**src/rtl/lglw_pkg.sv**
```systemverilog
`default_nettype none

package lglw_pkg;

    localparam int NODE_COUNT  = 128;
    localparam int MAX_DEGREE  = 6;
    localparam int NODE_AW     = $clog2(NODE_COUNT);
    localparam int QUEUE_DEPTH = 2;
    localparam int QUEUE_AW    = (QUEUE_DEPTH > 1) ? $clog2(QUEUE_DEPTH) : 1;
    localparam int QUEUE_CW    = $clog2(QUEUE_DEPTH + 1);

    localparam logic [31:0]        LN2_Q32 = 32'd2977044472;
    localparam logic signed [31:0] ONE_Q27 = 32'sd134217728;
    localparam logic signed [31:0] SAT_MAX = 32'sh7FFF_FFFF;
    localparam logic signed [31:0] SAT_MIN = 32'sh8000_0000;

    localparam logic KIND_LOAD  = 1'b0;
    localparam logic KIND_QUERY = 1'b1;

    localparam logic [2:0] CFG_GRID_MODE = 3'd0;
    localparam logic [2:0] CFG_DEGREE    = 3'd1;
    localparam logic [2:0] CFG_INTERVALS = 3'd2;
    localparam logic [2:0] CFG_LOG_XMIN  = 3'd3;
    localparam logic [2:0] CFG_LOG_STEP  = 3'd4;
    localparam logic [2:0] CFG_INV_STEP  = 3'd5;

    typedef struct packed {
        logic               grid_mode;
        logic [2:0]         degree;
        logic [6:0]         intervals;
        logic signed [31:0] log_xmin;
        logic [30:0]        log_step;
        logic [31:0]        inv_log_step;
    } cfg_t;

    typedef struct packed {
        logic               is_query;
        logic [6:0]         idx;
        logic [31:0]        x;
        logic signed [31:0] log_node;
    } job_t;

    typedef enum logic [4:0] {
        ST_IDLE,
        ST_NORM,
        ST_SQ,
        ST_LNMUL,
        ST_LNFIN,
        ST_EXTA,
        ST_EXTB,
        ST_EXTC,
        ST_FETCH,
        ST_FWAIT,
        ST_CHK_LO,
        ST_CHK_HI,
        ST_SEARCH,
        ST_TOP,
        ST_FMUL,
        ST_FACT_R,
        ST_FACT,
        ST_NK,
        ST_DIVCHK,
        ST_DIV,
        ST_FSAT,
        ST_WMUL,
        ST_WACC,
        ST_EMIT
    } state_t;

    function automatic logic signed [31:0] sat32(input logic signed [63:0] v);
        logic signed [31:0] r;
        if (v > 64'sd2147483647)
            r = SAT_MAX;
        else if (v < -64'sd2147483648)
            r = SAT_MIN;
        else
            r = v[31:0];
        return r;
    endfunction

endpackage

`default_nettype wire

```
**src/rtl/lglw_item_if.sv**
```systemverilog
`default_nettype none

interface lglw_item_if;
    logic               valid;
    logic               ready;
    logic               kind;
    logic [6:0]         node_index;
    logic [31:0]        x_value;
    logic signed [31:0] log_node;

    modport source (output valid, output kind, output node_index, output x_value,
                    output log_node, input ready);
    modport sink (input valid, input kind, input node_index, input x_value,
                  input log_node, output ready);
endinterface

`default_nettype wire

```
**src/rtl/lglw_front.sv**
```systemverilog
`default_nettype none

module lglw_front (
    input  wire logic          clk,
    input  wire logic          rst_n,
    lglw_item_if.sink          item,
    input  wire logic          pop,
    output logic               job_valid,
    output lglw_pkg::job_t     job
);
    import lglw_pkg::*;

    job_t                slot_reg [QUEUE_DEPTH];
    logic [QUEUE_AW-1:0] rd_ptr_reg, rd_ptr_next;
    logic [QUEUE_AW-1:0] wr_ptr_reg, wr_ptr_next;
    logic [QUEUE_CW-1:0] count_reg, count_next;
    logic                push;
    job_t                word;

    assign item.ready = (count_reg < QUEUE_CW'(QUEUE_DEPTH));
    assign push       = item.valid && item.ready;
    assign job_valid  = (count_reg != '0);
    assign job        = slot_reg[rd_ptr_reg];

    // classify the incoming word
    always_comb
    begin
        word.is_query = (item.kind == KIND_QUERY);
        word.idx      = item.node_index;
        word.x        = item.x_value;
        word.log_node = item.log_node;
    end

    always_comb
    begin
        rd_ptr_next = rd_ptr_reg;
        wr_ptr_next = wr_ptr_reg;
        count_next  = count_reg;
        if (push)
        begin
            wr_ptr_next = (wr_ptr_reg == QUEUE_AW'(QUEUE_DEPTH - 1)) ? '0 : wr_ptr_reg + 1'b1;
        end
        if (pop && job_valid)
        begin
            rd_ptr_next = (rd_ptr_reg == QUEUE_AW'(QUEUE_DEPTH - 1)) ? '0 : rd_ptr_reg + 1'b1;
        end
        if (push && !(pop && job_valid))
            count_next = count_reg + 1'b1;
        else if (!push && pop && job_valid)
            count_next = count_reg - 1'b1;
    end

    always_ff @(posedge clk or negedge rst_n)
    begin
        if (!rst_n)
        begin
            rd_ptr_reg <= '0;
            wr_ptr_reg <= '0;
            count_reg  <= '0;
        end
        else
        begin
            rd_ptr_reg <= rd_ptr_next;
            wr_ptr_reg <= wr_ptr_next;
            count_reg  <= count_next;
        end
    end

    always_ff @(posedge clk)
    begin
        if (push)
        begin
            slot_reg[wr_ptr_reg] <= word;
        end
    end

endmodule

`default_nettype wire

```
**src/flat_wrapper.sv**
```systemverilog
// flat-port wrapper written by rule: the top's interface ports become plain ports
module lglw_front_flat import lglw_pkg::*;
  (clk, rst_n, pop, job_valid, job, item_valid, item_kind, item_node_index, item_x_value, item_log_node, item_ready);
  lglw_item_if item_i ();
  input  wire logic clk;
  input  wire logic rst_n;
  input  wire logic pop;
  output logic job_valid;
  output lglw_pkg::job_t job;
  input wire logic [$bits(item_i.valid)-1:0] item_valid;
  input wire logic [$bits(item_i.kind)-1:0] item_kind;
  input wire logic [$bits(item_i.node_index)-1:0] item_node_index;
  input wire logic [$bits(item_i.x_value)-1:0] item_x_value;
  input wire logic [$bits(item_i.log_node)-1:0] item_log_node;
  output wire logic [$bits(item_i.ready)-1:0] item_ready;
  assign item_i.valid = item_valid;
  assign item_i.kind = item_kind;
  assign item_i.node_index = item_node_index;
  assign item_i.x_value = item_x_value;
  assign item_i.log_node = item_log_node;
  assign item_ready = item_i.ready;
  lglw_front u_core (.clk(clk), .rst_n(rst_n), .item(item_i), .pop(pop), .job_valid(job_valid), .job(job));
endmodule
```
**config.mk**
```make
export PLATFORM = sky130hd
export DESIGN_NAME = lglw_front_flat
export DESIGN_NICKNAME = d
export VERILOG_FILES = /design/src/rtl/lglw_pkg.sv /design/src/rtl/lglw_item_if.sv /design/src/rtl/lglw_front.sv /design/src/flat_wrapper.sv
export SDC_FILE = /design/constraint.sdc
export NUM_CORES = 1
export LEC_CHECK = 0
export BUFFER_PORTS_ARGS = -buffer_cell sky130_fd_sc_hd__buf_2
export CORE_MARGIN = 1.5
export CORE_UTILIZATION = 40
export DETAILED_ROUTE_END_ITERATION = 16
export SETUP_SLACK_MARGIN = 0.02
export SLEW_MARGIN = 30
export SYNTH_ARGS = -nofsm -noshare
export SYNTH_HDL_FRONTEND = slang
export SYNTH_SLANG_ARGS = --single-unit
export TNS_END_PERCENT = 5
```
**constraint.sdc**
```tcl
create_clock -name clk -period 4.6 [get_ports clk]
set_input_delay 0.46 -clock clk [delete_from_list [all_inputs] [get_ports clk]]
set_output_delay 0.46 -clock clk [all_outputs]
set_load 0.05 [all_outputs]
```
## Word-level counts from Yosys, hierarchy flattened

Memory sizes are Yosys's and may differ from the RTL's.
Cells that the tools add are included.

- Output and inout port bits: 74
- Input port bits: 76
- Logic and storage cells: 24
- Register bits: 4
- Bits in writable memories: 144
- Memories kept: 1

Memories:

| name | words | bits a word | read ports | clocked after Yosys merged registers in | write ports | RTL line | source |
|---|---|---|---|---|---|---|---|
| u_core.slot_reg | 2 | 72 | 1 | 0 | 1 | lglw_front.sv:13 | `job_t slot_reg [QUEUE_DEPTH];` |

- Add/sub/neg operators: 4
- Muxes and demuxes: 6
- Magnitude comparators: 1
- Reductions and logical operators: 9

Operators with widths:

| kind | number |
|---|---|
| $logic_and 1x1->1 | 5 |
| $mux 1 | 4 |
| $mux 2 | 2 |
| $reduce_bool 2->1 | 2 |
| $add 1x1->1 const B | 2 |
| $add 2x1->2 const B | 1 |
| $logic_not 1->1 | 2 |
| $lt 2x2->1 const B | 1 |
| $sub 2x1->2 const B | 1 |

## Depth between registers and ports, before layout

Gate-level depths: netlist of the first run.

- Depth after elaboration: 7
- Gate-level depth with buffers: 3
- Mapped depth without buffers: 3

## Least setup slack after synthesis of the first run

Ideal clock, no wire load.

- Kind: register to register
- Start: register u_core.count_reg[1]
- End: memory u_core.slot_reg[0][0] (netlist bit) (enable)
- Buffers on the path: 0
- Arrival: 3.605 ns
- Path slack: 0.493 ns
- Stages on the path, launching flop included: 3
- Clock period less this slack: 4.107 ns
- Required time: 4.097 ns
- Path through: dfrtp_1 -> nand2b_1 -> nor2_1

- Longest elaborated chain between the ends: 4

Ends and longest elaborated chain:

| item | RTL line | source |
|---|---|---|
| start: declaration | lglw_front.sv:16 | `logic [QUEUE_CW-1:0] count_reg, count_next;` |
| start signal: assignment | lglw_front.sv:65 | `count_reg <= count_next;` |
| $lt 2x2->1 | lglw_front.sv:20 | `assign item.ready = (count_reg < QUEUE_CW'(QUEUE_DEPTH));` |
| $logic_and 1x1->1 | lglw_front.sv:21 | `assign push = item.valid && item.ready;` |
| $mux 1 | lglw_front.sv:71 | `if (push)` |
| $mux 1 (implied by the code) | lglw_front.sv:73 | `slot_reg[wr_ptr_reg] <= word;` |
| end: declaration | lglw_front.sv:13 |  |

No other way between the ends.

==> results of run 1 <==
## cells by family (layout without fill, tap and decap cells)
logic type	count (synthesis)	after routing	share of synthesized area (%)
DFF	148	148	77.09
muxes	72	72	18.64
and+or+nand+nor	9	9	0.8722
buffers and inverters	9	188	2.703
AOI/OAI and AO/OA	4	4	0.3924
xor gates and xnor gates	2	2	0.3053
other	0	1	0
## stage by stage
| stage | cells | power, mW | util (%) | area, um2 |
|---|---|---|---|---|
| floorplan | 244 | 3.850 | - | 5739 |
| global placement | 569 | 4.119 | 47.38 | 6603 |
| detailed placement | 570 | 4.151 | 47.58 | 6630 |
| CTS | 603 | 5.631 | 52.23 | 7278 |
| global route | 603 | 5.792 | 52.23 | 7278 |
| finish | 604 | 5.562 | 52.25 | 7281 |
## final cells by class
type                       instances  share of cell area (%)
timing repair buffer             155                   11.17
clock buffer                      18                   5.894
antenna                            1                 0.03437
tap                              180                   3.093
clock inverter                    14                   2.870
sequential                       148                   60.82
multi-input combinational         87                   16.07
inverter                           1                 0.05156
## critical path: cells and delay by family (launching register included)
family / cells / cell delay (ns)
DFF: 1 / 0.95
buffers and inverters: 2 / 0.66
muxes: 1 / 0.33
## layer usage
layer	vias to the layer above	GRT usage (%)	wire length, um
met5	-	0	0
met4	0	5.233	99
met3	11	6.784	794
met1	1363	15.30	3985
met2	97	21.56	4846
li1	1300	-	-
## worst paths after layout
path / to / slack [ns] / start / cells after the start
hold / removal: u_core.slot_reg[1][51] / 0.23 / item_x_value[19] / 1
setup / recovery: job[10] / 1.77 / u_core.rd_ptr_reg / 3
max in group asynchronous: u_core.rd_ptr_reg / 4.08 / rst_n / 2
setup reg to reg: u_core.slot_reg[0][24] / 2.40 / u_core.count_reg[1] / 3
hold reg to reg: u_core.count_reg[0] / 0.55 / u_core.count_reg[0] / 1
min in group asynchronous: u_core.wr_ptr_reg / 0.38 / rst_n / 2
## where the power goes
| group | switching [mW] | internal [mW] | total, mW |
|---|---|---|---|
| clock network | 0.509 | 0.959 | 1.47 |
| registers | 0.174 | 1.80 | 1.97 |
| logic | 1.41 | 0.709 | 2.12 |
| total | 2.10 | 3.46 | 5.56 |
## synth_stat cells (all sizes together), types with 2 or more instances
cell type,number,share of area (%)
o21ai,2,0.17
buf,8,2.6
edfxtp,144,75
dfrtp,4,1.7
nand2,2,0.13
xnor2,2,0.31
nor2b,2,0.22
mux2,72,19
==> reports/results.ini, run 1 <==
[synth]
synth_area_per_cell_um2 = 23.52
ys_ff_latch = 148
ys_seq_area_share_pct = 77.09
synthCells = 244
syn_area_um2 = 5739
synth-edff-count = 144
ys_async_sr_fraction_pct = 2.703
synth.net_count = 320
ys.flop_type = edfxtp_1
synth.distinct_cells = 18
yosysWarnings = 0

[sta]
tightest_slew_ns = 0.8846
fin_ws_ns = 1.768
fmax_mhz = 353.1
drv_slew = 0
fin_skew_ns = 0.007494
rsz0062_at_grt = no
finalCritPeriodShare_pct = 61.57
holdWs_ns = 0.2323
max_slew_margin_pct = 40.88
setup_viol = 0
fin_setup_tns_ns = 0
hold_viol = 0
period_needed_ns = 2.832

[cts]
cts_hold_buf = 1
postCtsSetupRepairBufs = 0
cts_num_sinks = 148
cts_root_buffer = clkbuf_16
clkTransAtPathRegs_ns = 0.06
cts_tree = built
htreeDepth = 4
numCtsBuffers = 17
cts_buffer_depth = 2
insertion_delay_ns = 0.41
cts_resized = 0

[route]
drc_errors = 0
wl_per_cell_um = 16.10
wl_um = 9726
dr.pass1.iters = 4
via_per_inst = 4.588
postRouteAntennaNets = 0
via_count = 2771
drt-initial-drc-count = 154

[finish]
largest_reg_flops = 144
syn2layout_area_growth_pct = 26.86
nFillCells = 1156
num-nets-final = 486
seqCellArea_um2 = 4428
mostFrequentLayoutCells = buf_2, edfxtp_1, mux2_4
multi_input_area_um2 = 1170
layout_commonest_cell = buf_2
drive_gt1_share_pct = 61.23

[place]
dpl.hpwl_um = 6439
place.gp.congestion = 0.6917
pre_cts_slack_ns = 2.159
port_buffers = 149

[power_and_ir_drop]
p_per_area_nw_per_um2 = 763.9
ir_worst_vdd_mv = 0.4090
leakage_nw = 2.916

[critical_path]
critical_path_class = flop to primary output
start_kind = flop
worstPathCellList = buf_4, mux2_4, buf_2
required_ns = 4.14
endpoint_kind = primary output
critPathArrivalTime_ns = 2.37
cp_slowest_stage_delay_ns = 0.95
critPathMaxFanout = 42
crit_path_top_delay_cell = dfrtp_4

[global_routing]
grt_max_degree = 46
grt_pass1_vias = 2924
grt_overflow_total = 0
grt_first_pass_wirelength_um = 14430
grtUsageTotal_pct = 13.43
antenna_found_initial = 1

[floorplanning]
die_h_um = 122.8
die_area_um2 = 15080
rows = 43
coreArea_um2 = 13930
io-pin-count = 150
die_w_um = 122.8
initial_utilization_pct = 41.19

[worst_hold_path]
min_path_type = input port to flop

[run]
cap_violations = 0

[outcome]
status = completed

No activity file was read; power rests on OpenSTA's default activity.
==> run 2, diff against run 1 <==
--- a/config.mk
+++ b/config.mk
@@ -5,10 +5,12 @@
 export SDC_FILE = /design/constraint.sdc
 export NUM_CORES = 1
 export LEC_CHECK = 0
+export ABC_AREA = 1
 export BUFFER_PORTS_ARGS = -buffer_cell sky130_fd_sc_hd__buf_2
 export CORE_MARGIN = 1.5
 export CORE_UTILIZATION = 40
 export DETAILED_ROUTE_END_ITERATION = 16
+export PLACE_DENSITY = 0.66
 export SETUP_SLACK_MARGIN = 0.02
 export SLEW_MARGIN = 30
 export SYNTH_ARGS = -nofsm -noshare
==> constraint.sdc (replaced) <==
create_clock -name clk -period 2.5 [get_ports clk]
set_input_delay 0.25 -clock clk [delete_from_list [all_inputs] [get_ports clk]]
set_output_delay 0.25 -clock clk [all_outputs]
set_load 0.05 [all_outputs]
==> run 2 against run 1 <==
Effect of this change:
- sequential cell count unchanged
- worst hold slack got worse by 0.21 ns
- synthesized cell count increased by 64%
- area after synthesis decreased by 4.7%
- via count increased by 21%
- final cell count increased by 24%
- utilization decreased by 0.057 points
- global-route usage increased by 1.8 points
- register-to-register slack got worse by 1.4 ns
- critical path depth increased by 1
- critical path type unchanged
==> reports/results.ini, run 2 <==
[outcome]
status = completed

[sta]
tightest_slew_ns = 0.5826  ; -0.3020 ns
max_slew_margin_pct = 61.16  ; +20 points
drv_slew = 0  ; unchanged
fin_setup_tns_ns = 0  ; unchanged
period_needed_ns = 2.069
holdWs_ns = 0.02433  ; -0.2079 ns
fin_ws_ns = 0.4314  ; -1.336 ns
finalCritPeriodShare_pct = 82.74
hold_viol = 0  ; unchanged
setup_viol = 0  ; unchanged
fmax_mhz = 483.4
fin_skew_ns = 0.003773  ; -0.003721 ns
rsz0062_at_grt = no

[critical_path]
endpoint_kind = primary output
start_kind = flop
critPathMaxFanout = 73  ; +74%
required_ns = 2.25  ; -1.89 ns
ff2ff_path_depth = 4  ; +1
rrSetupSlack_ns = 1.02  ; -1.38 ns
critPathArrivalTime_ns = 1.82  ; -0.55 ns
critical_path_class = flop to primary output

[synth]
yosysWarnings = 0  ; unchanged
syn_area_um2 = 5469  ; -4.7%
ys.flop_type = edfxtp_1
ys_async_sr_fraction_pct = 2.703  ; unchanged
ys_ff_latch = 148  ; unchanged
synth.net_count = 477  ; +49%
synth.area.top_cells = edfxtp_1, nand2_1, dfrtp_1
synth_area_per_cell_um2 = 13.64  ; -42%
ys_seq_area_share_pct = 80.90  ; +3.8 points
synth_area_leader_cell = edfxtp_1
synth_top_area_share_pct = 79.07  ; +3.7 points
synth-edff-count = 144  ; unchanged
synth.distinct_cells = 14  ; -4
synthCells = 401  ; +64%
synthTopCellsByCount = nand2_1, edfxtp_1, buf_6
yosysMostFrequentCell = nand2_1

[cts]
cts_root_buffer = clkbuf_16
cts_tree = built
cts_num_sinks = 148  ; unchanged
numCtsBuffers = 17  ; unchanged
htreeDepth = 4  ; unchanged
insertion_delay_ns = 0.41  ; about the same
postCtsSetupRepairBufs = 0  ; unchanged
cts_buffer_depth = 2  ; unchanged
clkTransAtPathRegs_ns = 0.05  ; about the same

[finish]
nFillCells = 1160  ; +0.35%
num-nets-final = 636  ; +31%
diodes = 0  ; -1
syn2layout_area_growth_pct = 26.88  ; about the same
largest_reg_flops = 144  ; unchanged
multi_input_area_um2 = 900.9  ; -23%
drive_gt1_share_pct = 31.70  ; -30 points
mostFrequentLayoutCells = nand2_1, buf_2, edfxtp_1
layout_commonest_cell = nand2_1
seqCellArea_um2 = 4425  ; about the same

[route]
wl_per_cell_um = 13.94  ; -13%
postRouteAntennaNets = 0  ; unchanged
drc_errors = 0  ; unchanged
via_per_inst = 4.501  ; -1.9%
wl_um = 10410  ; +7.0%
dr.pass1.iters = 4  ; unchanged
drt-initial-drc-count = 176  ; +14%
via_count = 3362  ; +21%

[floorplanning]
die_w_um = 119.9  ; -2.3%
io-pin-count = 150  ; unchanged
initial_utilization_pct = 41.13  ; -0.052 points
coreArea_um2 = 13300  ; -4.6%
die_area_um2 = 14380  ; -4.6%
die_h_um = 119.9  ; -2.3%
rows = 42  ; -2.3%

[global_routing]
grt_max_degree = 74  ; +61%
grtUsageTotal_pct = 15.21  ; +1.8 points
grt_first_pass_wirelength_um = 16230  ; +12%
grt_overflow_total = 0  ; unchanged
grt_pass1_vias = 3306  ; +13%
antenna_found_initial = 0  ; -1

[worst_hold_path]
hold_depth = 1  ; unchanged
min_path_type = input port to flop

[place]
port_buffers = 149  ; unchanged
dpl.hpwl_um = 6289  ; -2.3%
place.gp.congestion = 0.6709  ; -3.0%
pre_cts_slack_ns = 0.8779  ; -1.281 ns

[run]
cap_violations = 0  ; unchanged

## run 2: worst max-delay path, stage by stage, from the launching register on
cell,delay (ns)
dfrtp_2,0.44
inv_6,0.39
nand2_1,0.10
nand2_1,0.12
buf_2,0.27
## run 2: area by class of cell
class	instances	share of cell area, %
Clock buffer	22	6.401
Sequential cell	148	63.78
Clock inverter	8	1.244
Timing Repair Buffer	155	11.97
Tap cell	176	3.173
Inverter	7	0.4508
Multi-Input combinational cell	231	12.98
## run 2: path summary, 6_finish.rpt
path                                startpoint                     end
max in group asynchronous                rst_n       u_core.rd_ptr_reg
min                         item_node_index[6]  u_core.slot_reg[0][70]
max reg2reg                u_core.count_reg[1]  u_core.slot_reg[0][37]
max                          u_core.rd_ptr_reg                 job[43]
min in group asynchronous                rst_n       u_core.wr_ptr_reg
min reg2reg                u_core.count_reg[0]     u_core.count_reg[1]
## run 2: logic make-up after synthesis
family	count (synthesis)	share of synthesized area, %
flops	148	80.90
buf+inv	22	2.906
simple gates	226	15.60
xor+xnor	2	0.3204
compound gates	3	0.2745
## run 2: stage by stage
stage / area (um2) / std cells / utilization (%)
after floorplan: 5474 / 401 / -
after global placement: 6399 / 716 / 48.13
after detailed placement: 6399 / 716 / 48.13
after CTS: 6939 / 747 / 52.19
after global routing: 6939 / 747 / 52.19
final: 6939 / 747 / 52.19
## run 2: per-layer routing
| layer | up-vias | wire [um] | global-route usage, % | share of wire (%) |
|---|---|---|---|---|
| met5 | - | 0 | 0 | 0 |
| met4 | 0 | 211 | 7.366 | 2.0 |
| li1 | 1670 | - | - | - |
| met2 | 104 | 5230 | 24.86 | 50 |
| met3 | 18 | 622 | 5.133 | 6.0 |
| met1 | 1570 | 4346 | 18.07 | 42 |
## run 2: timing repair
action                                 in CTS  in global routing
resized for setup                           0                  0
hold buffers                                1                  0
endpoints found under the hold margin       4                  0
setup endpoints to repair                   0                  0
Power of run 2 is not shown: default switching activity piles up to over one toggle a cycle in this logic, so the estimate is an artifact.
==> run 3, diff against run 2 <==
--- a/config.mk
+++ b/config.mk
@@ -5,12 +5,11 @@
 export SDC_FILE = /design/constraint.sdc
 export NUM_CORES = 1
 export LEC_CHECK = 0
-export ABC_AREA = 1
+export ABC_AREA = 0
 export BUFFER_PORTS_ARGS = -buffer_cell sky130_fd_sc_hd__buf_2
 export CORE_MARGIN = 1.5
 export CORE_UTILIZATION = 40
 export DETAILED_ROUTE_END_ITERATION = 16
-export PLACE_DENSITY = 0.66
 export SETUP_SLACK_MARGIN = 0.02
 export SLEW_MARGIN = 30
 export SYNTH_ARGS = -nofsm -noshare
==> constraint.sdc (replaced) <==
create_clock -name clk -period 2.16 [get_ports clk]
set_input_delay 0.216 -clock clk [delete_from_list [all_inputs] [get_ports clk]]
set_output_delay 0.216 -clock clk [all_outputs]
set_load 0.05 [all_outputs]
==> run 3 against run 2 <==
Effect of this change:
- critical path depth fell by 1
- first-iteration DRC count fell by 15%
- wire length fell by 0.49%
- cell area rose by 16%
- die area rose by 4.8%
- global-route usage fell by 0.89 points
- final cell count fell by 9.0%
- setup slack got worse by 0.25 ns
- utilization rose by 5.7 points
==> reports/results.ini, run 3 (synthesized netlist as in run 1, its figures left out) <==
[outcome]
status = completed

[route]
via_per_inst = 4.468  ; -0.73%
drt-initial-drc-count = 150  ; -15%
drc_errors = 0  ; unchanged
dr.pass1.iters = 4  ; unchanged
wl_per_cell_um = 15.23  ; +9.3%
via_count = 3038  ; -9.6%
wl_um = 10360  ; -0.49%
postRouteAntennaNets = 0  ; unchanged

[finish]
diodes = 0  ; unchanged
syn2layout_area_growth_pct = 40.64
drive_gt1_share_pct = 52.60  ; +21 points
layout_commonest_cell = buf_2
fin_cells = 680  ; -9.0%
largest_reg_flops = 144  ; unchanged
mostFrequentLayoutCells = buf_2, edfxtp_1, dlygate4sd3_1
num-nets-final = 563  ; -11%

[floorplanning]
io-pin-count = 150  ; unchanged
coreArea_um2 = 13930  ; +4.8%
die_area_um2 = 15080  ; +4.8%
initial_utilization_pct = 41.19  ; +0.052 points
rows = 43  ; +2.4%
die_h_um = 122.8  ; +2.4%
die_w_um = 122.8  ; +2.4%

[sta]
max_slew_margin_pct = 69.86  ; +8.7 points
tightest_slew_ns = 0.4521  ; -0.1305 ns
hold_viol = 0  ; unchanged
finalCritPeriodShare_pct = 91.64
fin_skew_ns = 0.007066  ; +0.003293 ns
rsz0062_at_grt = no
drv_slew = 0  ; unchanged
period_needed_ns = 1.979
holdWs_ns = 0.05718  ; +0.03285 ns
setup_viol = 0  ; unchanged
fmax_mhz = 505.2

[power_and_ir_drop]
power.share.combinational_pct = 41.3
ir_worst_vdd_mv = 0.7678
intPower_mw = 7.475
p_per_area_nw_per_um2 = 1487
p_total_mw = 12.00
leakage_nw = 3.232
clock_power_share_pct = 25.1
p_sw_mw = 4.528
p_sw_share_pct = 37.72
pwr-share-seq_pct = 33.6

[global_routing]
grt_overflow_total = 0  ; unchanged
grt_pass1_vias = 3201  ; -3.2%
grt_max_degree = 41  ; -45%
grt_first_pass_wirelength_um = 15790  ; -2.7%
grtUsageTotal_pct = 14.33  ; -0.89 points
antenna_found_initial = 0  ; unchanged

[cts]
cts_buffer_depth = 2  ; unchanged
htreeDepth = 4  ; unchanged
cts_root_buffer = clkbuf_16
numCtsBuffers = 17  ; unchanged
cts_tree = built
clkTransAtPathRegs_ns = 0.06  ; about the same
insertion_delay_ns = 0.41  ; about the same
cts_resized = 0  ; unchanged
cts_num_sinks = 148  ; unchanged

[place]
dp.cells = 574  ; -20%
place.gp.congestion = 0.6449  ; -3.9%
port_buffers = 149  ; unchanged
dpl.hpwl_um = 6460  ; +2.7%

[run]
cap_violations = 0  ; unchanged

[critical_path]
critPathMaxFanout = 21  ; -71%
worstPathCellList = buf_12, mux2_4, buf_2
critPathArrivalTime_ns = 1.76  ; -0.06 ns
crit_path_top_delay_cell = dfrtp_4
start_kind = flop
critical_path_class = flop to primary output
required_ns = 1.94  ; -0.31 ns
endpoint_kind = primary output
cp_slowest_stage_delay_ns = 0.57  ; +0.13 ns

[worst_hold_path]
min_path_type = input port to flop

## run 3: changes by cell type in the layout (fill, tap and decap cells not counted), sizes merged, moves of 3 or more
cell | before | now
mux2 | 0 | 72
clkbuf | 22 | 18
clkinvlp | 0 | 6
nor2 | 4 | 1
clkinv | 6 | 3
inv | 7 | 2
buf | 154 | 159
dlygate4sd3 | 1 | 73
nand2 | 220 | 2
## run 3: area by class of cell
type | count | area [um2]
clock inverters | 14 | 185.2
fillers | 1066 | 5863
clock buffers | 18 | 429.2
flip-flops and latches | 148 | 4428
multi-input cells | 87 | 1170
well taps | 180 | 225.2
inverters | 1 | 3.754
repair buffers | 232 | 1630
## run 3: what timing repair did
item                       CTS  global route
setup buffers                1             0
hold buffers                73             0
hold endpoints to repair   148             0
setup endpoints to repair   25             0
## run 3: power groups by stage
stage	Combinational, mW	Sequential [mW]	Clock, mW
2_1_floorplan	4.17	4.01	0
3_3_place_gp	4.82	4.12	0
3_5_place_dp	4.84	4.15	0
4_1_cts	5.03	4.05	3.08
5_1_grt	5.21	4.09	3.20
6_report	4.96	4.04	3.01
## run 3: path summary, 6_finish.rpt
kind	startpoint	endpoint	slack, ns	cells after the start
max	u_core.rd_ptr_reg	job[4]	0.18	3
min	pop	u_core.count_reg[1]	0.06	2
max reg2reg	u_core.count_reg[1]	u_core.slot_reg[0][29]	0.56	3
min reg2reg	u_core.wr_ptr_reg	u_core.wr_ptr_reg	0.55	1
max in group asynchronous	rst_n	u_core.rd_ptr_reg	1.88	2
min in group asynchronous	rst_n	u_core.count_reg[1]	0.15	2
## run 3: worst max-delay path, delay by kind of cell, from the launching register on
| family | cells | cell delay (ns) |
|---|---|---|
| buffers and inverters | 2 | 0.44 |
| muxes | 1 | 0.32 |
| DFF | 1 | 0.57 |
## run 3: per-stage QoR
step / TNS [ns] / setup slack, ns / cell area (um2) / util (%)
5_1_grt: 0 / 0.1010 / 8071 / 57.92
3_5_place_dp: 0 / 0.4492 / 6715 / 48.19
4_1_cts: 0 / 0.1237 / 8071 / 57.92
2_1_floorplan: -40.68 / -0.5650 / 5747 / -
6_report: 0 / 0.1806 / 8071 / 57.92
3_3_place_gp: 0 / 0.4652 / 6715 / 48.19
## run 3: routing by layer
| layer | up-vias | share of wire (%) | global-route usage, % |
|---|---|---|---|
| li1 | 1452 | - | - |
| met1 | 1474 | 42 | 16.88 |
| met2 | 103 | 50 | 23.51 |
| met3 | 9 | 6.7 | 4.786 |
| met4 | 0 | 1.5 | 7.049 |
| met5 | - | 0 | 0 |
